File: src/design/wmb_pkg.sv
`default_nettype none
package wmb_pkg;

    // Channel and pixel geometry
    localparam int CHAN_W = 8;
    localparam int PIX_W  = 4 * CHAN_W;
    localparam int PIX_MAX = 255;

    // Configuration port
    localparam int CFG_DW = 11;
    localparam int RAD_W  = 3;

    localparam logic [CFG_DW-1:0] WIDTH_RST  = 11'd1024;
    localparam logic [CFG_DW-1:0] HEIGHT_RST = 11'd1024;
    localparam logic [RAD_W-1:0]  RADIUS_RST = 3'd1;
    localparam logic              MODE_RST   = 1'b0;

    typedef enum logic [1:0] {
        CFG_FRAME_WIDTH    = 2'd0,
        CFG_FRAME_HEIGHT   = 2'd1,
        CFG_WINDOW_RADIUS  = 2'd2,
        CFG_NORMALIZE_MODE = 2'd3
    } t_cfg_idx;

    // Item kinds
    localparam logic ACT_PIXEL = 1'b0;
    localparam logic ACT_FLUSH = 1'b1;

    // Depth of the job queue between front and back
    localparam int JOB_QDEPTH = 4;

    // Back end sequencer
    typedef enum logic [2:0] {
        BK_IDLE,
        BK_WALK,
        BK_DRAIN,
        BK_LOAD,
        BK_DIV,
        BK_OUT
    } t_back_state;

endpackage
`default_nettype wire

File: src/design/wmb_div.sv
`default_nettype none
// Three-lane restoring divider, one quotient bit per cycle, shared divisor
module wmb_div #(
    parameter int SW = 16,
    parameter int NW = 8
) (
    input  wire logic                         i_clk,
    input  wire logic                         i_rst_n,
    input  wire logic                         i_start,
    input  wire logic [SW-1:0]                i_dividend [3],
    input  wire logic [NW-1:0]                i_divisor,
    output logic                              o_busy,
    output logic      [wmb_pkg::CHAN_W-1:0]   o_quot [3]
);

    localparam int SCW = $clog2(SW);

    logic           r_busy;
    logic [SCW-1:0] r_step;
    logic [SW-1:0]  r_q [3];
    logic [NW-1:0]  r_rem [3];
    logic [NW-1:0]  r_div;
    logic [SW-1:0]  n_q [3];
    logic [NW-1:0]  n_rem [3];
    logic [NW:0]    trial [3];

    // One shift-subtract step per lane
    always_comb begin
        for (int i = 0; i < 3; i++) begin
            trial[i] = {r_rem[i], r_q[i][SW-1]};
            if (trial[i] >= {1'b0, r_div}) begin
                n_rem[i] = NW'(trial[i] - {1'b0, r_div});
                n_q[i]   = {r_q[i][SW-2:0], 1'b1};
            end else begin
                n_rem[i] = trial[i][NW-1:0];
                n_q[i]   = {r_q[i][SW-2:0], 1'b0};
            end
        end
    end

    always_ff @(posedge i_clk) begin
        if (!i_rst_n) begin
            r_busy <= 1'b0;
            r_step <= '0;
        end else if (i_start) begin
            r_busy <= 1'b1;
            r_step <= '0;
        end else if (r_busy) begin
            r_step <= r_step + SCW'(1);
            if (r_step == SCW'(SW - 1)) begin
                r_busy <= 1'b0;
            end
        end
    end

    always_ff @(posedge i_clk) begin
        if (i_start) begin
            r_div <= i_divisor;
            for (int i = 0; i < 3; i++) begin
                r_q[i]   <= i_dividend[i];
                r_rem[i] <= '0;
            end
        end else if (r_busy) begin
            for (int i = 0; i < 3; i++) begin
                r_q[i]   <= n_q[i];
                r_rem[i] <= n_rem[i];
            end
        end
    end

    assign o_busy = r_busy;
    always_comb begin
        for (int i = 0; i < 3; i++) begin
            o_quot[i] = r_q[i][wmb_pkg::CHAN_W-1:0];
        end
    end

endmodule
`default_nettype wire

File: src/design/wmb_back.sv
`default_nettype none
// Back end: walks the window of one job through the store, sums, divides, presents
module wmb_back #(
    parameter int WW = 11,
    parameter int HW = 11,
    parameter int XW = 10,
    parameter int YW = 10,
    parameter int AW = 14,
    parameter int RW = 3,
    parameter int NW = 8,
    parameter int SW = 16
) (
    input  wire logic                        i_clk,
    input  wire logic                        i_rst_n,
    input  wire logic                        i_job_valid,
    input  wire logic [1+YW+XW+AW-1:0]       i_job,
    output logic                             o_pop,
    output logic                             o_busy,
    input  wire logic [WW-1:0]               i_w,
    input  wire logic [HW-1:0]               i_h,
    input  wire logic [RW-1:0]               i_r,
    input  wire logic [AW-1:0]               i_lag,
    input  wire logic                        i_mode,
    output logic                             o_rd_en,
    output logic      [AW-1:0]               o_rd_addr,
    input  wire logic [wmb_pkg::PIX_W-1:0]   i_rd_data,
    output logic                             o_valid,
    input  wire logic                        i_stall,
    output logic      [wmb_pkg::CHAN_W-1:0]  o_red,
    output logic      [wmb_pkg::CHAN_W-1:0]  o_green,
    output logic      [wmb_pkg::CHAN_W-1:0]  o_blue,
    output logic      [wmb_pkg::CHAN_W-1:0]  o_alpha,
    output logic                             o_frame_end
);

    localparam int CW = ((XW > YW) ? XW : YW) + 2;
    localparam int CH = wmb_pkg::CHAN_W;

    wmb_pkg::t_back_state r_state, n_state;

    logic [AW-1:0]        r_addr, r_row_addr, n_row_addr;
    logic [RW:0]          r_dy, r_dx;
    logic signed [CW-1:0] r_y, r_x, r_x0;
    logic                 r_rd_v, r_rd_c;
    logic [SW-1:0]        r_sum [3];
    logic [NW-1:0]        r_cnt;
    logic [CH-1:0]        r_alpha;
    logic                 r_last;
    logic [CH-1:0]        r_out [3];

    logic [AW-1:0]        job_addr;
    logic [XW-1:0]        job_col;
    logic [YW-1:0]        job_row;
    logic                 job_last;
    logic [RW:0]          two_r, side;
    logic [NW-1:0]        area, divisor;
    logic                 in_frame, center, row_end, walk_end;
    logic                 div_start, div_busy;
    logic [CH-1:0]        quot [3];

    assign job_addr = i_job[AW-1:0];
    assign job_col  = i_job[AW +: XW];
    assign job_row  = i_job[AW+XW +: YW];
    assign job_last = i_job[AW+XW+YW];

    assign two_r   = {i_r, 1'b0};
    assign side    = {i_r, 1'b1};
    assign area    = NW'(side) * NW'(side);
    assign divisor = i_mode ? r_cnt : area;

    assign in_frame = !r_y[CW-1] && (r_y < $signed(CW'(i_h)))
                   && !r_x[CW-1] && (r_x < $signed(CW'(i_w)));
    assign center   = (r_dy == {1'b0, i_r}) && (r_dx == {1'b0, i_r});
    assign row_end  = (r_dx == two_r);
    assign walk_end = row_end && (r_dy == two_r);
    assign n_row_addr = r_row_addr + AW'(i_w);

    assign o_busy = (r_state != wmb_pkg::BK_IDLE);

    // Next state
    always_comb begin
        n_state = r_state;
        case (r_state)
            wmb_pkg::BK_IDLE:  if (i_job_valid) n_state = wmb_pkg::BK_WALK;
            wmb_pkg::BK_WALK:  if (walk_end) n_state = wmb_pkg::BK_DRAIN;
            wmb_pkg::BK_DRAIN: n_state = wmb_pkg::BK_LOAD;
            wmb_pkg::BK_LOAD:  n_state = wmb_pkg::BK_DIV;
            wmb_pkg::BK_DIV:   if (!div_busy) n_state = wmb_pkg::BK_OUT;
            wmb_pkg::BK_OUT:   if (!i_stall) n_state = wmb_pkg::BK_IDLE;
            default:           n_state = wmb_pkg::BK_IDLE;
        endcase
    end

    // State outputs
    always_comb begin
        o_pop     = 1'b0;
        o_rd_en   = 1'b0;
        div_start = 1'b0;
        o_valid   = 1'b0;
        case (r_state)
            wmb_pkg::BK_IDLE: o_pop     = i_job_valid;
            wmb_pkg::BK_WALK: o_rd_en   = in_frame;
            wmb_pkg::BK_LOAD: div_start = 1'b1;
            wmb_pkg::BK_OUT:  o_valid   = 1'b1;
            default:          o_pop     = 1'b0;
        endcase
    end

    assign o_rd_addr = r_addr;

    always_ff @(posedge i_clk) begin
        if (!i_rst_n) begin
            r_state <= wmb_pkg::BK_IDLE;
            r_rd_v  <= 1'b0;
            r_rd_c  <= 1'b0;
        end else begin
            r_state <= n_state;
            r_rd_v  <= o_rd_en;
            r_rd_c  <= o_rd_en && center;
        end
    end

    // Window walk, accumulation and result capture
    always_ff @(posedge i_clk) begin
        case (r_state)
            wmb_pkg::BK_IDLE: begin
                if (i_job_valid) begin
                    r_addr     <= job_addr - i_lag;
                    r_row_addr <= job_addr - i_lag;
                    r_dy       <= '0;
                    r_dx       <= '0;
                    r_y        <= $signed(CW'(job_row)) - $signed(CW'(i_r));
                    r_x        <= $signed(CW'(job_col)) - $signed(CW'(i_r));
                    r_x0       <= $signed(CW'(job_col)) - $signed(CW'(i_r));
                    r_last     <= job_last;
                    r_cnt      <= '0;
                    for (int i = 0; i < 3; i++) begin
                        r_sum[i] <= '0;
                    end
                end
            end
            wmb_pkg::BK_WALK: begin
                if (row_end) begin
                    r_dx       <= '0;
                    r_dy       <= r_dy + (RW+1)'(1);
                    r_x        <= r_x0;
                    r_y        <= r_y + CW'(1);
                    r_row_addr <= n_row_addr;
                    r_addr     <= n_row_addr;
                end else begin
                    r_dx   <= r_dx + (RW+1)'(1);
                    r_x    <= r_x + CW'(1);
                    r_addr <= r_addr + AW'(1);
                end
            end
            wmb_pkg::BK_DIV: begin
                if (!div_busy) begin
                    for (int i = 0; i < 3; i++) begin
                        r_out[i] <= quot[i];
                    end
                end
            end
            default: begin
            end
        endcase
        // read data arrives in the cycle after the address
        if (r_rd_v) begin
            for (int i = 0; i < 3; i++) begin
                r_sum[i] <= r_sum[i] + SW'(i_rd_data[CH*i +: CH]);
            end
            r_cnt <= r_cnt + NW'(1);
            if (r_rd_c) begin
                r_alpha <= i_rd_data[3*CH +: CH];
            end
        end
    end

    wmb_div #(
        .SW(SW),
        .NW(NW)
    ) u_div (
        .i_clk     (i_clk),
        .i_rst_n   (i_rst_n),
        .i_start   (div_start),
        .i_dividend(r_sum),
        .i_divisor (divisor),
        .o_busy    (div_busy),
        .o_quot    (quot)
    );

    assign o_red       = r_out[0];
    assign o_green     = r_out[1];
    assign o_blue      = r_out[2];
    assign o_alpha     = r_alpha;
    assign o_frame_end = r_last;

endmodule
`default_nettype wire

File: config.mk
export PLATFORM = sky130hd
export DESIGN_NAME = wmb_back
export DESIGN_NICKNAME = d
export VERILOG_FILES = /design/src/design/wmb_pkg.sv /design/src/design/wmb_div.sv /design/src/design/wmb_back.sv
export SDC_FILE = /design/constraint.sdc
export NUM_CORES = 1
export LEC_CHECK = 0
export BUFFER_PORTS_ARGS = -buffer_cell sky130_fd_sc_hd__buf_2
export CAP_MARGIN = 25
export CORE_MARGIN = 1.5
export CORE_UTILIZATION = 60
export DETAILED_ROUTE_END_ITERATION = 8
export HOLD_SLACK_MARGIN = 0.12
export PLACE_DENSITY_LB_ADDON = 0.08
export REMOVE_ABC_BUFFERS = 1
export SYNTH_ARGS = -nofsm -noshare
export SYNTH_HDL_FRONTEND = slang
export SYNTH_SLANG_ARGS = --single-unit
File: constraint.sdc
create_clock -name i_clk -period 3.9 [get_ports i_clk]
set_input_delay 0.39 -clock i_clk [delete_from_list [all_inputs] [get_ports i_clk]]
set_output_delay 0.39 -clock i_clk [all_outputs]
set_load 0.02 [all_outputs]
### After elaboration in Yosys (flattened, before gate mapping)

Memories as Yosys holds them, arrays and structs flattened.
Index checks and enable logic that the tools add are counted.

* register bits: 155
* memory bits (writable): 96
* input port bits: 111
* output and inout bits: 51
* word-level logic and storage cells: 142
* memories: 3

Memory list
* u_div.r_q: words 3, bits a word 16, read ports 3, clocked after memory_dff 0, wr ports 3, line wmb_div.sv:20 `logic [SW-1:0] r_q [3];`
* r_out: words 3, bits a word 8, read ports 3, clocked after memory_dff 0, wr ports 3, line wmb_back.sv:49 `logic [CH-1:0] r_out [3];`
* u_div.r_rem: words 3, bits a word 8, read ports 3, clocked after memory_dff 0, wr ports 3, line wmb_div.sv:21 `logic [NW-1:0] r_rem [3];`

* add/subtract/negate cells: 17
* $mul: 1
* $lt $le $gt $ge: 5
* equal/unequal tests: 15
* muxes and demuxes: 55
* bitwise logic cells: 7
* reduce and logical (&&, ||, !) cells: 20

Operator list (number)
* 2-to-1 mux 48 bit: 3
* 2-to-1 mux 8 bit: 10
* one-hot mux 14 bit (2 select lines): 2
* adder 16 x 8 -> 16 bit: 3
* 2-to-1 mux 12 bit: 4
* 2-to-1 mux 16 bit: 3
* one-hot mux 12 bit (2 select lines): 2
* 2-to-1 mux 14 bit: 3
* greater-or-equal comparator 9 x 8 -> 1 bit: 3
* adder 12 x 2 -> 12 bit (second input constant): 2
* less-than comparator 12 bit: 2
* subtractor 8 bit: 3
* subtractor 10 x 3 -> 11 bit: 2
* 2-to-1 mux 1 bit: 18
* one-hot mux 3 bit (6 select lines): 1
* one-hot mux 4 bit (2 select lines): 2
* adder 14 x 1 -> 14 bit (second input constant): 1
* adder 14 x 11 -> 14 bit: 1
* subtractor 14 bit: 1
* adder 4 x 1 -> 4 bit (second input constant): 3
* 2-to-1 mux 3 bit: 4
* 2-to-1 mux 4 bit: 3
* != test 2 bit (second input constant): 5
* adder 8 x 1 -> 8 bit (second input constant): 1
* other kinds (18): 38

### Logic depth before layout (Yosys ltp)

* depth in word-level cells: 6
* mapped depth: 11
* gate-level depth less buffers: 10

### Hierarchy

A second synthesis with hierarchy kept.

* cell total of the unflattened synthesis: 1579
* area total of the unflattened synthesis: 16052.9 µm²

By module, submodules not included
* wmb_back: instances 1, cells an instance 1071, area each 10933.0 µm², seq. area each 4904.7 µm²
* wmb_div: instances 1, cells an instance 508, area each 5119.9 µm², seq. area each 2502.4 µm²

### Worst setup path before layout

Ideal clock, no wire load.

* kind: register to register
* start: register r_state[2]
* end: memory r_out[0][0] (netlist name), enable pin
* library setup time: 0.440 ns
* data arrival time: 2.457 ns
* data required time: 3.460 ns
* slack: 1.002 ns
* stages on the path, launching flop included: 4
* path buffers: 1
* clock period less this slack: 2.898 ns
* cell sequence: dfxtp_1 buf_2 nor2b_1 nor3b_1

RTL lines
* start: declaration: line wmb_back.sv:39 `wmb_pkg::t_back_state r_state, n_state;`
* start signal: assignment: line wmb_back.sv:113 `r_state <= wmb_pkg::BK_IDLE;`
* start signal: assignment: line wmb_back.sv:117 `r_state <= n_state;`
* end: declaration: line wmb_back.sv:49

### Worst setup path in the final report

* start: register r_x[5]
* end: output o_rd_en

* longest elaborated chain between the ends: 3

RTL lines
* start: declaration: line wmb_back.sv:43 `logic signed [CW-1:0] r_y, r_x, r_x0;`
* start signal: assignment: line wmb_back.sv:133 `r_x <= $signed(CW'(job_col)) - $signed(CW'(i_r));`
* start signal: assignment: line wmb_back.sv:146 `r_x <= r_x0;`
* start signal: assignment: line wmb_back.sv:152 `r_x <= r_x + CW'(1);`
* less-than comparator 12 bit: line wmb_back.sv:72 `&& !r_x[CW-1] && (r_x < $signed(CW'(i_w)));`
* logical AND 1 bit: line wmb_back.sv:72
* 2-to-1 mux 1 bit: line wmb_back.sv:100 `case (r_state)`
* end: declaration: line wmb_back.sv:24 `output logic o_rd_en,`

Every way passes these cells.

==> flow_summary.toml <==
[global_routing]
grt_usage_pct = 25.8
grt_pass1_wl_um = 55500
antenna_found_initial = 0
grt_max_degree = 73
first_global_vias = 11538
grt.overflow.total = 0

[sta]
fin_ws_ps = 1030
clock_skew_ps = 12.6
finalHoldViolCount = 0
max-slew-margin-rel_pct = 33.1
fmax_mhz = 349
setup_viol = 0
tightest_slew_ps = 997
rsz0062_at_grt = "no"
final.min_clock_period_ps = 2870
finalCritPeriodShare_pct = 73.5
slew_viol_final = 0

[route]
route.met3.wl_um = 1640
drc = 0
wl_met2_um = 17100
routed.top_layer = "met4"
antenna_left = 0
viasPerCell = 5.75
drt-total-wl_um = 34000
met1_length_um = 14600
drtIter0Drc = 804
wire_per_inst_um = 16.6
vias = 11759
dr.pass1.iters = 6

[logic_synthesis]
yosysSeqAreaShare_pct = 47.8
synth_edf_count = 240
ys_types = 71
synth_area_leader_cell = "edfxtp_1"
synth.area.mux_share_pct = 1.41
yosys_most_used_dff = "edfxtp_1"
synth_top_area_share_pct = 46.5
synthTopCellsByArea = "edfxtp_1, ha_1, nand2_1"
syn_area_um2 = 15500
ys_warn_count = 0
ys_seq_elements = 250
syn_area_per_cell_um2 = 10.2
synth-simple-area-share_pct = 17.6
synthAdderAreaFrac_pct = 11.0
async_flop_share_pct = 0
synth_top_family_by_area = "simple AND/OR/NAND/NOR gates"
synth_compound_area_share_pct = 12.0
postSynthCellCount = 1523
post_synth_xor_area_fraction_pct = 7.00

[worst_hold_path]
min_path_type = "input port to register"
whs_endpoint = "u_div.o_busy"
hp-start = "i_rst_n"
hold_depth = 2

[placed_design]
dpl_cell_area_um2 = 16700
place_ws_ps = 1030
gp_congestion = 0.870
hpwl_um = 23900
io_buffers = 161

[power]
peakVddDrop_mv = 0.468
p_leak_uw = 0.00730
p_per_area_nw_per_um2 = 557

[clock_network]
h-tree-depth = 1
post_cts_resized = 0
cts.clk_slew.worst_paths_ps = 60
cts_buffer_depth = 3
clk_latency_ps = 550
cts_sinks = 250
cts_buffers = 27
cts_tree = "done"
cts-root-buf = "clkbuf_16"

[floorplanning]
pin_count = 162
core_region_area_um2 = 25300
die-area_um2 = 26800
initial_core_util_pct = 61.3
die_w_um = 164
die_h_um = 164
num_rows = 58

[critical_path]
crit_type = "register to output port"
rr_worst_depth = 7
end_kind = "output port"
reg2reg_to = "o_rd_addr[10]"
arrival_ps = 2480
cp-start-kind = "register"
path_max_fanout = 5
rrSetupSlack_ps = 1210
rr_startpoint = "r_row_addr[0]"
cp.required_ps = 3510

[final_layout]
final_cell_mix = "edfxtp_1, nand2_1, buf_2"
fin_area_um2 = 17700
drive_gt1_share_pct = 14.5
antenna_cells = 0
final_common_cell = "edfxtp_1"
nNetsFinal = 1934
nFillCells = 1921
syn2layout_area_growth_pct = 14.6

[status]
status = "completed"

[flow_run]
max-cap-violations = 0
-- stage by stage --
step	hold WS [ps]	power, uW	util, %	TNS [ps]	instances
4_1_cts	143	9910	70.2	0	2044
3_5_place_dp	435	7080	66.0	0	1985
5_1_grt	175	10400	70.3	0	2045
6_report	168	9880	70.3	0	2045
2_1_floorplan	426	6200	-	-36890	1481
3_3_place_gp	430	6980	65.9	0	1984
-- power breakdown --
part	internal (uW)	total (uW)	leakage (uW)	switching (uW)
registers	3640	4090	0.00236	446
logic	1190	3000	0.00447	1800
clock network	1710	2800	0.000474	1090
-- area by class of cell --
cell class	instances	area (um2)	share of cell area [%]
clock buffers	33	718	4.05
clock inverters	17	256	1.45
inverters	85	319	1.80
multi-input cells	1146	7600	42.9
flip-flops and latches	250	7410	41.7
well taps	330	413	2.33
repair buffers	184	1030	5.78
-- worst max-delay path, stage by stage (launching register included) --
cell	delay [ps]
edfxtp_1	460
ha_1	340
a21o_1	190
a21o_1	170
a21oi_1	230
o22a_1	190
and3_1	180
buf_2	170
-- flip-flops by register name, summed over array words and instances, names as in the netlist, 11 cells and up --
name,flops
r_sum,48
r_row_addr,14
r_x0,11
r_x,12
u_div.r_q,48
u_div.r_rem,24
o_rd_addr,14
r_out,24
r_y,12
-- routing by layer --
| layer | global-route usage, % | vias to the layer above |
|---|---|---|
| met2 | 46.2 | 299 |
| li1 | - | 5832 |
| met4 | 6.28 | 0 |
| met1 | 33.2 | 5583 |
| met3 | 2.79 | 45 |
| met5 | 0 | - |
-- synth_stat cells, drive strengths merged, types with 4 or more instances --
library cell,count
a211oi,18
edfxtp,240
or3,20
a21boi,5
a21o,20
o22ai,6
nor3,36
o2111ai,9
a31oi,13
nand4,13
dfxtp,10
and2,17
o211ai,11
or2,5
o21ai,91
inv,84
xor2,59
or4,6
nor4,8
and3,23
o21a,12
xnor2,63
nor2,121
ha,118
nand2,213
o21bai,5
nor2b,26
nand2b,18
fa,11
nand3,45
a21oi,86
clkbuf,25
nor3b,5
o31ai,4
o31a,5
mux2i,14
mux2,7
buf,17
nand3b,4
and4,5
o221ai,4
-- how the worst max path moves through the flow --
stage,startpoint,endpoint,slack (ps),depth (start not counted)
floorplan,r_state[0],r_dy[0],-1050,3
global placement,i_r[2],u_div.r_div[6],1070,11
detailed placement,i_r[2],u_div.r_div[6],1030,11
CTS,r_x[5],o_rd_en,1050,7
global route,r_state[0],o_rd_en,880,6
finish,r_x[5],o_rd_en,1030,7
-- cells by family after synthesis --
group,after synthesis
DFF,250
xor gates and xnor gates,122
AOI/OAI and AO/OA,304
muxes,21
adders and majority gates,129
buffers and inverters,127
and+or+nand+nor,570
-- repair_timing --
item                                   4_1_cts  5_1_grt
buffers inserted                             0        0
endpoints found under the hold margin        9        0
hold buffers                                 9        0
(Power assumes the default switching activity.)
