**src/design/wmb_fifo.sv**
```systemverilog
`default_nettype none
// Small job queue between front and back
module wmb_fifo #(
    parameter int DW    = 32,
    parameter int DEPTH = 4
) (
    input  wire logic          i_clk,
    input  wire logic          i_rst_n,
    input  wire logic          i_push,
    input  wire logic [DW-1:0] i_data,
    output logic               o_full,
    input  wire logic          i_pop,
    output logic               o_not_empty,
    output logic      [DW-1:0] o_data
);

    localparam int PTRW = (DEPTH > 1) ? $clog2(DEPTH) : 1;

    logic [DW-1:0]   r_mem [DEPTH];
    logic [PTRW-1:0] r_wr_ptr, n_wr_ptr;
    logic [PTRW-1:0] r_rd_ptr, n_rd_ptr;
    logic [PTRW:0]   r_count, n_count;
    logic            do_push, do_pop;

    assign o_full      = (r_count == (PTRW+1)'(DEPTH));
    assign o_not_empty = (r_count != '0);
    assign do_push     = i_push && !o_full;
    assign do_pop      = i_pop && o_not_empty;
    assign o_data      = r_mem[r_rd_ptr];

    // Pointer and fill level update
    always_comb begin
        n_wr_ptr = r_wr_ptr;
        n_rd_ptr = r_rd_ptr;
        n_count  = r_count;
        if (do_push) begin
            n_wr_ptr = (r_wr_ptr == PTRW'(DEPTH - 1)) ? '0 : r_wr_ptr + PTRW'(1);
        end
        if (do_pop) begin
            n_rd_ptr = (r_rd_ptr == PTRW'(DEPTH - 1)) ? '0 : r_rd_ptr + PTRW'(1);
        end
        if (do_push && !do_pop) begin
            n_count = r_count + (PTRW+1)'(1);
        end else if (do_pop && !do_push) begin
            n_count = r_count - (PTRW+1)'(1);
        end
    end

    always_ff @(posedge i_clk) begin
        if (!i_rst_n) begin
            r_wr_ptr <= '0;
            r_rd_ptr <= '0;
            r_count  <= '0;
        end else begin
            r_wr_ptr <= n_wr_ptr;
            r_rd_ptr <= n_rd_ptr;
            r_count  <= n_count;
        end
    end

    always_ff @(posedge i_clk) begin
        if (do_push) begin
            r_mem[r_wr_ptr] <= i_data;
        end
    end

endmodule
`default_nettype wire

```
**config.mk**
```make
export PLATFORM = sky130hd
export DESIGN_NAME = wmb_fifo
export DESIGN_NICKNAME = d
export VERILOG_FILES = /design/src/design/wmb_fifo.sv
export SDC_FILE = /design/constraint.sdc
export NUM_CORES = 1
export LEC_CHECK = 0
export ABC_AREA = 1
export BUFFER_PORTS_ARGS = -buffer_cell sky130_fd_sc_hd__buf_4
export CORE_MARGIN = 1.5
export CORE_UTILIZATION = 60
export DETAILED_ROUTE_END_ITERATION = 16
export HOLD_SLACK_MARGIN = 0.03
export PLACE_DENSITY_LB_ADDON = 0.15
export SKIP_CTS_REPAIR_TIMING = 1
export SLEW_MARGIN = 15
export SYNTH_ARGS = -nofsm -noshare
export SYNTH_HDL_FRONTEND = slang
export SYNTH_SLANG_ARGS = --single-unit
export TNS_END_PERCENT = 20
```
**constraint.sdc**
```tcl
create_clock -name i_clk -period 4.7 [get_ports i_clk]
set_input_delay 0.235 -clock i_clk [delete_from_list [all_inputs] [get_ports i_clk]]
set_output_delay 0.235 -clock i_clk [all_outputs]
set_load 0.05 [all_outputs]
```
[Word-level counts from Yosys, hierarchy flattened]
Memories as Yosys holds them, arrays and structs flattened. A register that Yosys moved wholly into a read port is not among the register bits.
Cells that the tools add are included.
Operators by class
  add/subtract/negate cells: 4
  equality and inequality tests: 3
  mux-type cells: 8
  reduce and logical (&&, ||, !) cells: 9
Operators by type and width (number)
  $mux 2: 4
  $mux 3: 2
  $add 2x1->2 const B: 2
  $eq 2x2->1 const B: 2
  $logic_and 1x1->1: 4
  $add 3x1->3 const B: 1
  $eq 3x3->1 const B: 1
  $logic_not 1->1: 3
  $reduce_bool 3->1: 1
  $sub 3x1->3 const B: 1
  $mux 1: 2
  $reduce_bool 2->1: 1
Word-level totals
  bits in registers: 7
  RAM bits: 128
  input bits: 36
  output and inout port bits: 34
  word-level logic and storage cells: 28
  memories kept: 1
Memories
  r_mem: words 4, bits a word 32, rd ports 1, clocked after memory_dff 1, wr ports 1, line 19  | logic [DW-1:0] r_mem [DEPTH];

[Depth between registers and ports, before layout]
Gate-level depths: netlist of the first run.
  depth after elaboration: 7
  depth in mapped cells: 13
  mapped depth without buffers: 13

[Worst setup path before layout of the first run]
OpenSTA, ideal clock, no wires.
  path kind: register to register
  start: register r_count[1]
  end: memory r_mem[0][0], enable pin
  setup time: 421 ps
  data arrival time: 2032 ps
  data required time: 4279 ps
  path slack: 2247 ps
  cell stages (with the launch flop): 5
  path buffers: 0
  clock period less this slack: 2453 ps
  cells stage by stage: dfxtp_1 -> nor2_1 -> nand2_1 -> nand2_1 -> nor2_1
On the way
  cells in the longest elaborated chain, start to end: 5
RTL lines
  from (decl): line 22  | logic [PTRW:0] r_count, n_count;
  from (signal assigned): line 57  | r_count <= n_count;
  $eq 3x3->1: line 25  | assign o_full = (r_count == (PTRW+1)'(DEPTH));
  $logic_not 1->1: line 27  | assign do_push = i_push && !o_full;
  $logic_and 1x1->1: line 27
  $mux 1: line 62  | if (do_push) begin
  $mux 1 (not written as such): line 63  | r_mem[r_wr_ptr] <= i_data;
  to (decl): line 19
Every way passes these cells.

==> results of run 1 <==
[report_power, final]
part	internal, mW	switching [mW]	total, mW
registers	1.50	0.0945	1.59
clock network	0.756	0.491	1.25
logic	0.434	1.09	1.52
[cell usage after synthesis]
cell / number
a21oi_1: 2
buf_2: 6
buf_4: 3
buf_6: 9
clkbuf_1: 1
dfxtp_1: 9
edfxtp_1: 128
fa_1: 1
ha_1: 6
inv_1: 16
inv_2: 1
inv_8: 1
nand2_1: 15
nand3_1: 1
nand3b_1: 1
nand4_1: 1
nor2_1: 81
o21ai_0: 38
o21ai_1: 28
o22ai_1: 32
[path summary, 6_finish.rpt]
kind / from / endpoint / slack [ns]
min reg2reg: r_count[0]$_SDFFE_PN0P_ / r_count[0]$_SDFFE_PN0P_ / 0.52
min: i_pop / r_rd_ptr[1]$_SDFFE_PN0P_ / 0.14
max reg2reg: r_wr_ptr[0]$_SDFFE_PN0P_ / r_wr_ptr[1]$_SDFFE_PN0P_ / 2.51
max: flip-flop / o_data[12] / 2.32
[kinds of logic (layout without fill, tap and decap cells)]
family                     Yosys count  in the layout  synth area share, %
DFF                                137            137                 76.3
AOI/OAI and AO/OA                  100            100                 10.3
and+or+nand+nor                     99             99                 7.19
buffers and inverters               37            155                 4.41
adders and majority gates            7              7                 1.80
[registers in the layout, summed over array words and instances, names as in the netlist, named ones only]
name / flops
r_mem: 128
r_count: 3
r_rd_ptr: 2
r_wr_ptr: 2
[routing by layer]
| metal | vias to the layer above | global-route usage, % | part of all wire [%] |
|---|---|---|---|
| met2 | 107 | 37.3 | 51 |
| met4 | 0 | 6.69 | 0.44 |
| met3 | 4 | 6.29 | 5.7 |
| met1 | 1594 | 28.1 | 43 |
| li1 | 1606 | - | - |
| met5 | - | 0 | 0 |
[metrics by stage]
stage          area (um2)  std cells
2_1_floorplan        5270        380
3_3_place_gp         5810        539
3_5_place_dp         5810        539
4_1_cts              6370        571
5_1_grt              6720        606
6_report             6720        606
[cells in the final DEF, fill, tap and decap left out]
cell type      synthesis  final
edfxtp_1             128    128
nor2_1                81     77
buf_4                  3     70
o21ai_0               38     38
dlygate4sd3_1          0     35
o22ai_1               32     32
o21ai_1               28     28
inv_1                 16     16
clkbuf_16              0     16
nand2_1               15     15
dfxtp_1                9      8
ha_1                   6      6
clkinvlp_4             0      5
nor2_4                 0      4
inv_6                  0      4
a21oi_1                2      2
bufinv_16              0      2
clkinv_2               0      2
inv_8                  1      1
inv_2                  1      1
nand3b_1               1      1
nand3_1                1      1
nand4_1                1      1
fa_1                   1      1
dfxtp_4                0      1
clkbuf_8               0      1
clkbuf_1               1      1
clkinv_1               0      1
[final cells by class]
cell class                      instances  area (um2)  area share, %
Sequential cell                       137        4030           59.9
Multi-Input combinational cell        206        1040           15.5
Timing Repair Buffer                  105         876           13.0
Clock buffer                           18         418           6.22
Clock inverter                         14         146           2.18
Tap cell                              108         135           2.01
Inverter                               18        75.1           1.12
[worst max-delay path, delay by kind of cell, from the launching register on]
| kind | cells | cell delay, ns |
|---|---|---|
| compound gates | 2 | 0.36 |
| buf+inv | 2 | 0.48 |
| flops | 1 | 0.77 |
==> metrics.md, run 1 <==
| Metric | Value |
|---|---|
| Outcome | complete, no violations |
| Slowest library cell on the worst path | dfxtp_4 |
| Initial DRC Count | about 190 |
| PwrDens | ~650 nW/um2 |
| I/O Pins | 70 |
| Tmin final | 2.38 ns |
| Crit-path cells | inv_8, o21ai_0, o22ai_1, buf_4 |
| Post-place setup slack | about 2.4 ns |
| Post-Synthesis Cell Area | between 5000 and 6000 um2 |
| Syn Nets | approximately 420 |
| Transition time of the tightest slew-check pin | ~1.0 ns |
| RSZ-0062 raised after global routing | false |
| TritonCTS clock tree | done |
| Final setup fails | 0 |
| Row Count | 34 |
| Final hold vios | 0 |
| Power Total | around 4.4 mW |
| Avg Cell Area, Syn | ~14 um2 |
| Die width | 96.7 um |
| Clock Tree Buf Depth | 2 |
| Routed vias | 3311 |
| Synthesis-stage register bit count | between 100 and 150 |
| CP Max Fanout | 65 |
| Max-cap violation count | 0 |
| Number of nets in the layout | about 530 |
| YS warnings | 0 |
| GRT overflow | 0 |
| Initial antenna violation count | 0 |
| Vias in the first global route | around 3200 |
| Final Skew | roughly 0.0069 ns |
| Total Routed Length | 10.1 mm |
| Setup TNS | 0 ns |
| Drt drc | 0 |
| Final worst-path setup slack | ~2.3 ns |
| Number of iterations in the first detailed-routing pass | 4 |
| Area leader, netlist | edfxtp_1 |
| CTS Sinks | 137 |
| Die footprint | between 9000 and 10000 um2 |
| Total GRT Usage | between 20% and 30% |
| DR WL/cell | 16.6 um |
| Worst EP arrival | 2.15 ns |
| Clock root buffer master | clkbuf_8 |
| Share of layout cells above drive strength 1 | between 20% and 30% |
| First-pass GRT wire length | between 15 and 20 mm |
| Max Transition Viols Final | 0 |
| WHS | ~0.14 ns |
| Antenna Cells | 0 |
| Max-slew headroom | approximately 30% |
| Critical Path Start Type | flip-flop |
| Height of the die | 96.7 um |
| Setup Crit Path Kind | flip-flop to output port |
| Tightest Hold Check Type | input pin to flip-flop |
| Clock Latency Late Sink | around 0.5 ns |
| Post-route ant nets | 0 |
| Max incr delay on CP | about 0.77 ns |
| Hold Path Depth | 4 |
| Worst setup EP type | output port |
| Core box area | between 8000 and 9000 um2 |
| Largest net degree at the start of global routing | 66 |
| Crit share post-route | about 51% |
| Seq/Total Area, Yosys | between 70 and 80% |
| WP data required | approximately 4.5 ns |
| Port Buf Inserts | 69 |
| Gpl congestion | between 0.7 and 0.8 |
| Vias/cell | 5.46 |
| Dpl hpwl | around 5.1 mm |
| Fin util | between 70 and 80% |
| # fillers | between 500 and 600 |
| Synth unique cells | 20 |
| Clock H-tree levels | 4 |
| Clock buffer count from CTS | 17 |
| Post-Syn Instances | 380 |
| Starting density of the core | 61.0% |
| Worst R2R Path Depth | 7 |
| Area share of the largest cell type after synthesis | 72.9% |
| P_leak | between 2 and 2.5 nW |
| P&R area growth vs syn | 27.5% |
| Maximum vdd drop | around 0.39 mV |
| Clk slew on worst S/H paths | about 0.06 ns |
| Synth area leaders | edfxtp_1, nor2_1, o22ai_1 |
| Fmax | around 420 MHz |
Note: power is estimated with default switching activity, not from simulation.
==> inputs of run 2 (changes only) <==
Settings changed: CORE_UTILIZATION 60 to 57.
Clock period 4.7 ns to 2.3 ns, I/O delays scaled along.
==> metrics.md, run 2 (synthesized netlist as in run 1, its figures left out) <==
| Metric | Value |
|---|---|
| Crit-path cells | buf_4, o21ai_0, o22ai_1, buf_4 (was inv_8, o21ai_0, o22ai_1, buf_4) |
| Tightest Hold Check Type | input pin to flip-flop (unchanged) |
| WP data required | 2.18 ns (was 4.47 ns) |
| Top reg by flops | r_mem (unchanged) |
| Flip-flop count of the largest register after layout | 128 (unchanged) |
| Height of the die | 99.2 um (was 96.7 um) |
| Clock buffer count from CTS | 17 (unchanged) |
| Core box area | 8850 um2 (was 8640 um2) |
| FF/Latch Area | 4030 um2 (unchanged) |
| Dpl hpwl | 5.64 mm (was 5.10 mm) |
| Max-cap violation count | 0 (unchanged) |
| Reg-to-Reg Start | r_count[1]$_SDFFE_PN0P_ (was r_wr_ptr[0]$_SDFFE_PN0P_) |
| Maximum vdd drop | 0.858 mV (was 0.387 mV) |
| CTS Sinks | 137 (unchanged) |
| CP Max Fanout | 23 (was 65) |
| Most common cell after layout, fill and taps aside | edfxtp_1 (unchanged) |
| R2R setup slack | 0.50 ns (was 2.51 ns) |
| Clock root buffer master | clkbuf_8 (unchanged) |
| Post-route ant nets | 0 (unchanged) |
| Final worst-path setup slack | 0.228 ns (was 2.32 ns) |
| DR WL/cell | 16.9 um (was 16.6 um) |
| Area of the multi-input gates | 1040 um2 (unchanged) |
| GRT overflow | 0 (unchanged) |
| PwrDens | 1320 nW/um2 (was 649 nW/um2) |
| P_leak | 2.52 nW (was 2.46 nW) |
| Total Routed Length | 10.5 mm (was 10.1 mm) |
| RSZ-0062 raised after global routing | false (unchanged) |
| WHS | 0.0149 ns (was 0.142 ns) |
| Final setup fails | 0 (unchanged) |
| Tmin final | roughly 2.1 ns |
| Slowest library cell on the worst path | dfxtp_4 (unchanged) |
| TritonCTS clock tree | done (unchanged) |
| Final hold vios | 0 (unchanged) |
| Outcome | complete, no violations (unchanged) |
| Clock Latency Late Sink | 0.50 ns (about the same) |
| Routed vias | 3366 (was 3311) |
| Number of iterations in the first detailed-routing pass | 4 (unchanged) |
| Gpl congestion | 0.704 (was 0.706) |
| Vias in the first global route | 3217 (was 3162) |
| Crit share post-route | between 90% and 100% |
| Vias/cell | 5.44 (was 5.46) |
| Clk slew on worst S/H paths | 0.06 ns (about the same) |
| Biggest registers after layout | r_mem (128), r_count (3) (unchanged) |
| Clock H-tree levels | 4 (unchanged) |
| Port Buf Inserts | 69 (unchanged) |
| Transition time of the tightest slew-check pin | 0.457 ns (was 1.04 ns) |
| Share of layout cells above drive strength 1 | 23.5% (was 21.5%) |
| Max-slew headroom | 69.5% (was 30.5%) |
| # fillers | 527 (was 518) |
| Die footprint | 9830 um2 (was 9360 um2) |
| Row Count | 34 (unchanged) |
| Hold Startpoint | i_pop (unchanged) |
| Critical Path Start Type | flip-flop (unchanged) |
| Final Skew | 0.00617 ns (was 0.00695 ns) |
| Worst setup EP type | output port (unchanged) |
| Initial antenna violation count | 0 (unchanged) |
| Total GRT Usage | 21.7% (was 22.1%) |
| Max Transition Viols Final | 0 (unchanged) |
| Clock Tree Buf Depth | 2 (unchanged) |
| Worst R2R Path Depth | 12 (was 7) |
| P&R area growth vs syn | 29.4% (was 27.5%) |
| First-pass GRT wire length | 15.8 mm (was 15.7 mm) |
| Commonest non-fill, non-tap cells in the layout | edfxtp_1, buf_4, nor2_1 (was edfxtp_1, nor2_1, buf_4) |
| Setup Crit Path Kind | flip-flop to output port (unchanged) |
| Starting density of the core | 59.6% (was 61.0%) |
| Number of nets in the layout | 541 (was 528) |
| Post-place setup slack | 0.523 ns (was 2.41 ns) |
| I/O Pins | 70 (unchanged) |
| Die width | 99.2 um (was 96.7 um) |
| Most used cell, CP | buf_4 |
| Reg2Reg Capture Point | r_count[2]$_SDFFE_PN0P_ (was r_wr_ptr[1]$_SDFFE_PN0P_) |
| Drt drc | 0 (unchanged) |
| Hold Path Depth | 4 (unchanged) |
| Max incr delay on CP | 0.52 ns (was 0.77 ns) |
| Initial DRC Count | 193 (was 186) |
| Largest net degree at the start of global routing | 65 (was 66) |
| Antenna Cells | 0 (unchanged) |
| Worst EP arrival | 1.96 ns (was 2.15 ns) |
| Fmax | around 480 MHz |
[run 2: cell count changes in the layout (fill, tap and decap cells not counted), sizes merged]
cell	delta
buf	+13
clkbuf	-1
inv	-2
clkinvlp	+1
clkinv	+2
[run 2: layer usage]
| metal | part of all wire [%] | global-route usage [%] | routed length (um) |
|---|---|---|---|
| met4 | 0.73 | 8.78 | 76 |
| met5 | 0 | 0 | 0 |
| met3 | 5.4 | 5.97 | 560 |
| met1 | 42 | 26.4 | 4430 |
| met2 | 52 | 37.2 | 5400 |
[run 2: worst max-delay path by stage]
stage	slack, ns	cells past startpoint	startpoint	to
2_1_floorplan	-0.15	4	r_count[1]$_SDFFE_PN0P_	r_mem[0][0]$_DFFE_PP_
3_3_place_gp	0.59	12	r_count[1]$_SDFFE_PN0P_	r_count[2]$_SDFFE_PN0P_
3_5_place_dp	0.52	12	r_count[1]$_SDFFE_PN0P_	r_count[2]$_SDFFE_PN0P_
4_1_cts	0.05	4	flip-flop	o_data[14]
5_1_grt	0.11	4	flip-flop	o_data[29]
6_report	0.23	4	flip-flop	o_data[28]
[run 2: per-stage QoR]
step / utilization, % / area [um2] / setup TNS, ns / total power [mW] / instances
5_1_grt: 77.1 / 6820 / 0 / 9.36 / 619
3_3_place_gp: 66.7 / 5900 / 0 / 6.38 / 552
2_1_floorplan: - / 5270 / -19.61 / 5.54 / 380
6_report: 77.1 / 6820 / 0 / 8.99 / 619
3_5_place_dp: 66.7 / 5900 / 0 / 6.43 / 552
4_1_cts: 73.1 / 6470 / 0 / 8.97 / 584
[run 2: report_power, final]
part / internal, mW / switching, mW
logic: 0.943 / 2.34
clock network: 1.54 / 0.992
registers: 3.05 / 0.133
total: 5.53 / 3.46
[run 2: final cells by class]
cell class / count / area share (%)
tap: 108 / 1.98
clock buffer: 17 / 6.07
inverter: 18 / 1.10
sequential: 137 / 59.0
multi-input combinational: 206 / 15.3
clock inverter: 15 / 2.24
timing repair buffer: 118 / 14.3
[run 2: worst max-delay path, delay by kind of cell, from the launching register on]
kind / cells / cell delay (ns)
buffers and inverters: 2 / 0.56
flip-flops: 1 / 0.52
AO/OA/AOI/OAI: 2 / 0.37
==> inputs of run 3 (changes only) <==
Settings changed: BUFFER_PORTS_ARGS -buffer_cell sky130_fd_sc_hd__buf_4 to -buffer_cell sky130_fd_sc_hd__buf_2, CORE_MARGIN 1.5 to 2.
==> metrics.md, run 3 (synthesized netlist as in run 1, its figures left out) <==
| Metric | Value |
|---|---|
| Setup TNS | 0 ns (unchanged) |
| Fmax | 443 MHz (was 483 MHz) |
| Total GRT Usage | 21.2% (was 21.7%) |
| First-pass GRT wire length | 15.6 mm (was 15.8 mm) |
| Commonest non-fill, non-tap cells in the layout | edfxtp_1, nor2_1, buf_2 (was edfxtp_1, buf_4, nor2_1) |
| Post-place setup slack | 0.357 ns (was 0.523 ns) |
| Reg-to-Reg Start | r_wr_ptr[0]$_SDFFE_PN0P_ (was r_count[1]$_SDFFE_PN0P_) |
| Maximum vdd drop | 0.838 mV (was 0.858 mV) |
| Final Skew | 0.00903 ns (was 0.00617 ns) |
| Tightest Hold Check Type | input pin to flip-flop (unchanged) |
| Tmin final | 2.26 ns (was 2.07 ns) |
| Initial antenna violation count | 0 (unchanged) |
| Worst R2R Path Depth | 7 (was 12) |
| Outcome | complete, no violations (unchanged) |
| Starting density of the core | 57.9% (was 59.6%) |
| I/O Pins | 70 (unchanged) |
| Share of layout cells above drive strength 1 | 23.2% (was 23.5%) |
| Max-slew headroom | 71.5% (was 69.5%) |
| Finished Layout Cells | 619 (unchanged) |
| Post-placement cell count | 551 (was 552) |
| Crit share post-route | 98.1% (was 90.1%) |
| Final worst-path setup slack | 0.0443 ns (was 0.228 ns) |
| Area of the multi-input gates | 1040 um2 (unchanged) |
| DR WL/cell | 17.3 um (was 16.9 um) |
| Flip-flop count of the largest register after layout | 128 (unchanged) |
| P&R area growth vs syn | 27.6% (was 29.4%) |
| R2R setup slack | 0.04 ns (was 0.50 ns) |
| Clock root buffer master | clkbuf_8 (unchanged) |
| Most common cell after layout, fill and taps aside | edfxtp_1 (unchanged) |
| Core box area | 9110 um2 (was 8850 um2) |
| Clock Latency Late Sink | 0.51 ns (was 0.50 ns) |
| Initial DRC Count | 211 (was 193) |
| Max Transition Viols Final | 0 (unchanged) |
| Die footprint | 10000 um2 (was 9830 um2) |
| Final instance area | 6720 um2 (was 6820 um2) |
| Worst setup EP type | flip-flop (was output port) |
| Fin util | 73.8% (was 77.1%) |
| Biggest registers after layout | r_mem (128), r_count (3) (unchanged) |
| Setup Crit Path Kind | flip-flop to flip-flop (was flip-flop to output port) |
| Largest net degree at the start of global routing | 65 (unchanged) |
| Cell Area, Placed | 5730 um2 (was 5900 um2) |
| Max-cap violation count | 0 (unchanged) |
| Met3 usage | 7.03% (was 5.97%) |
| Gpl congestion | 0.769 (was 0.704) |
| Dpl hpwl | 5.53 mm (was 5.64 mm) |
| Vias in the first global route | 3130 (was 3217) |
| Hold path endpoint | r_mem[1][18]$_DFFE_PP_ |
| Critical Path Start Type | flip-flop (unchanged) |
| Reg2Reg Capture Point | r_wr_ptr[1]$_SDFFE_PN0P_ (was r_count[2]$_SDFFE_PN0P_) |
| Clock buffer count from CTS | 17 (unchanged) |
| # fillers | 585 (was 527) |
| Number of iterations in the first detailed-routing pass | 5 (was 4) |
| CTS Sinks | 137 (unchanged) |
| Gr busiest metal | met2 (unchanged) |
| Top reg by flops | r_mem (unchanged) |
| Total Routed Length | 10.7 mm (was 10.5 mm) |
| Power Total | 9.06 mW (was 8.99 mW) |
| P_leak | 2.49 nW (was 2.52 nW) |
| Antenna Cells | 0 (unchanged) |
| WHS | 0.263 ns (was 0.0149 ns) |
| Hold Path Depth | 3 (was 4) |
| GRT overflow | 0 (unchanged) |
| WP data required | 2.70 ns (was 2.18 ns) |
| Transition time of the tightest slew-check pin | 0.426 ns (was 0.457 ns) |
| Final setup fails | 0 (unchanged) |
| Met2 GRT Util | 34.6% (was 37.2%) |
| Clock Tree Buf Depth | 2 (unchanged) |
| Post-route ant nets | 0 (unchanged) |
| Routed vias | 3399 (was 3366) |
| Drt drc | 0 (unchanged) |
| Die width | 100 um (was 99.2 um) |
| Hold Startpoint | i_push (was i_pop) |
| Worst EP arrival | 2.66 ns (was 1.96 ns) |
| Number of nets in the layout | 539 (was 541) |
| FF/Latch Area | 4030 um2 (about the same) |
| Clk slew on worst S/H paths | 0.06 ns (about the same) |
| PwrDens | 1350 nW/um2 (was 1320 nW/um2) |
| Clock H-tree levels | 4 (unchanged) |
| Vias/cell | 5.49 (was 5.44) |
| CP Max Fanout | 4 (was 23) |
| Row Count | 35 (was 34) |
| Height of the die | 100 um (was 99.2 um) |
| TritonCTS clock tree | done (unchanged) |
| Met1 Usage GRT | 26.7% (was 26.4%) |
| Final hold vios | 0 (unchanged) |
| Port Buf Inserts | 69 (unchanged) |
==> run 3: cell count changes in the layout (fill, tap and decap cells not counted), moves of 2 or more <==
| cell | before | now |
|---|---|---|
| buf_4 | 83 | 8 |
| buf_2 | 0 | 69 |
| buf_12 | 0 | 2 |
| bufinv_16 | 2 | 4 |
| clkinv_1 | 2 | 0 |
| clkinvlp_4 | 6 | 4 |
| inv_6 | 2 | 4 |
==> run 3: how the worst max path moves through the flow <==
stage                                   startpoint                  endpoint  slack, ns  cells past startpoint
after floorplan            r_count[1]$_SDFFE_PN0P_     r_mem[0][0]$_DFFE_PP_      -0.15                      4
after global placement     r_count[1]$_SDFFE_PN0P_   r_count[1]$_SDFFE_PN0P_       0.44                      9
after detailed placement   r_count[1]$_SDFFE_PN0P_   r_count[1]$_SDFFE_PN0P_       0.36                      9
after CTS                                flip-flop                o_data[22]      -0.13                      5
after global routing      r_wr_ptr[0]$_SDFFE_PN0P_  r_wr_ptr[1]$_SDFFE_PN0P_     -0.005                      7
final                     r_wr_ptr[0]$_SDFFE_PN0P_  r_wr_ptr[1]$_SDFFE_PN0P_       0.04                      7
==> run 3: where the power goes <==
| part | switching [mW] | total (mW) | internal, mW |
|---|---|---|---|
| combinational | 2.32 | 3.06 | 0.745 |
| clock | 1.03 | 2.80 | 1.77 |
| sequential | 0.141 | 3.19 | 3.05 |
==> run 3: layout make-up <==
type	instances	share of cell area, %
Sequential cell	137	59.9
Tap cell	111	2.07
Inverter	18	1.23
Timing Repair Buffer	116	12.2
Multi-Input combinational cell	206	15.5
Clock buffer	18	6.22
Clock inverter	13	2.88
==> run 3: worst max-delay path, stage by stage (launching register included) <==
cell	delay (ns)
dfxtp_1	0.39
inv_1	0.10
ha_1	0.30
nand3b_1	0.15
nand2_1	0.06
dlygate4sd3_1	0.56
nor2_1	0.04
dlygate4sd3_1	0.55
==> run 3: per-layer routing <==
| layer | vias up | routed length, um |
|---|---|---|
| li1 | 1635 | - |
| met1 | 1641 | 4560 |
| met2 | 108 | 5460 |
| met3 | 15 | 562 |
| met4 | 0 | 131 |
| met5 | - | 0 |
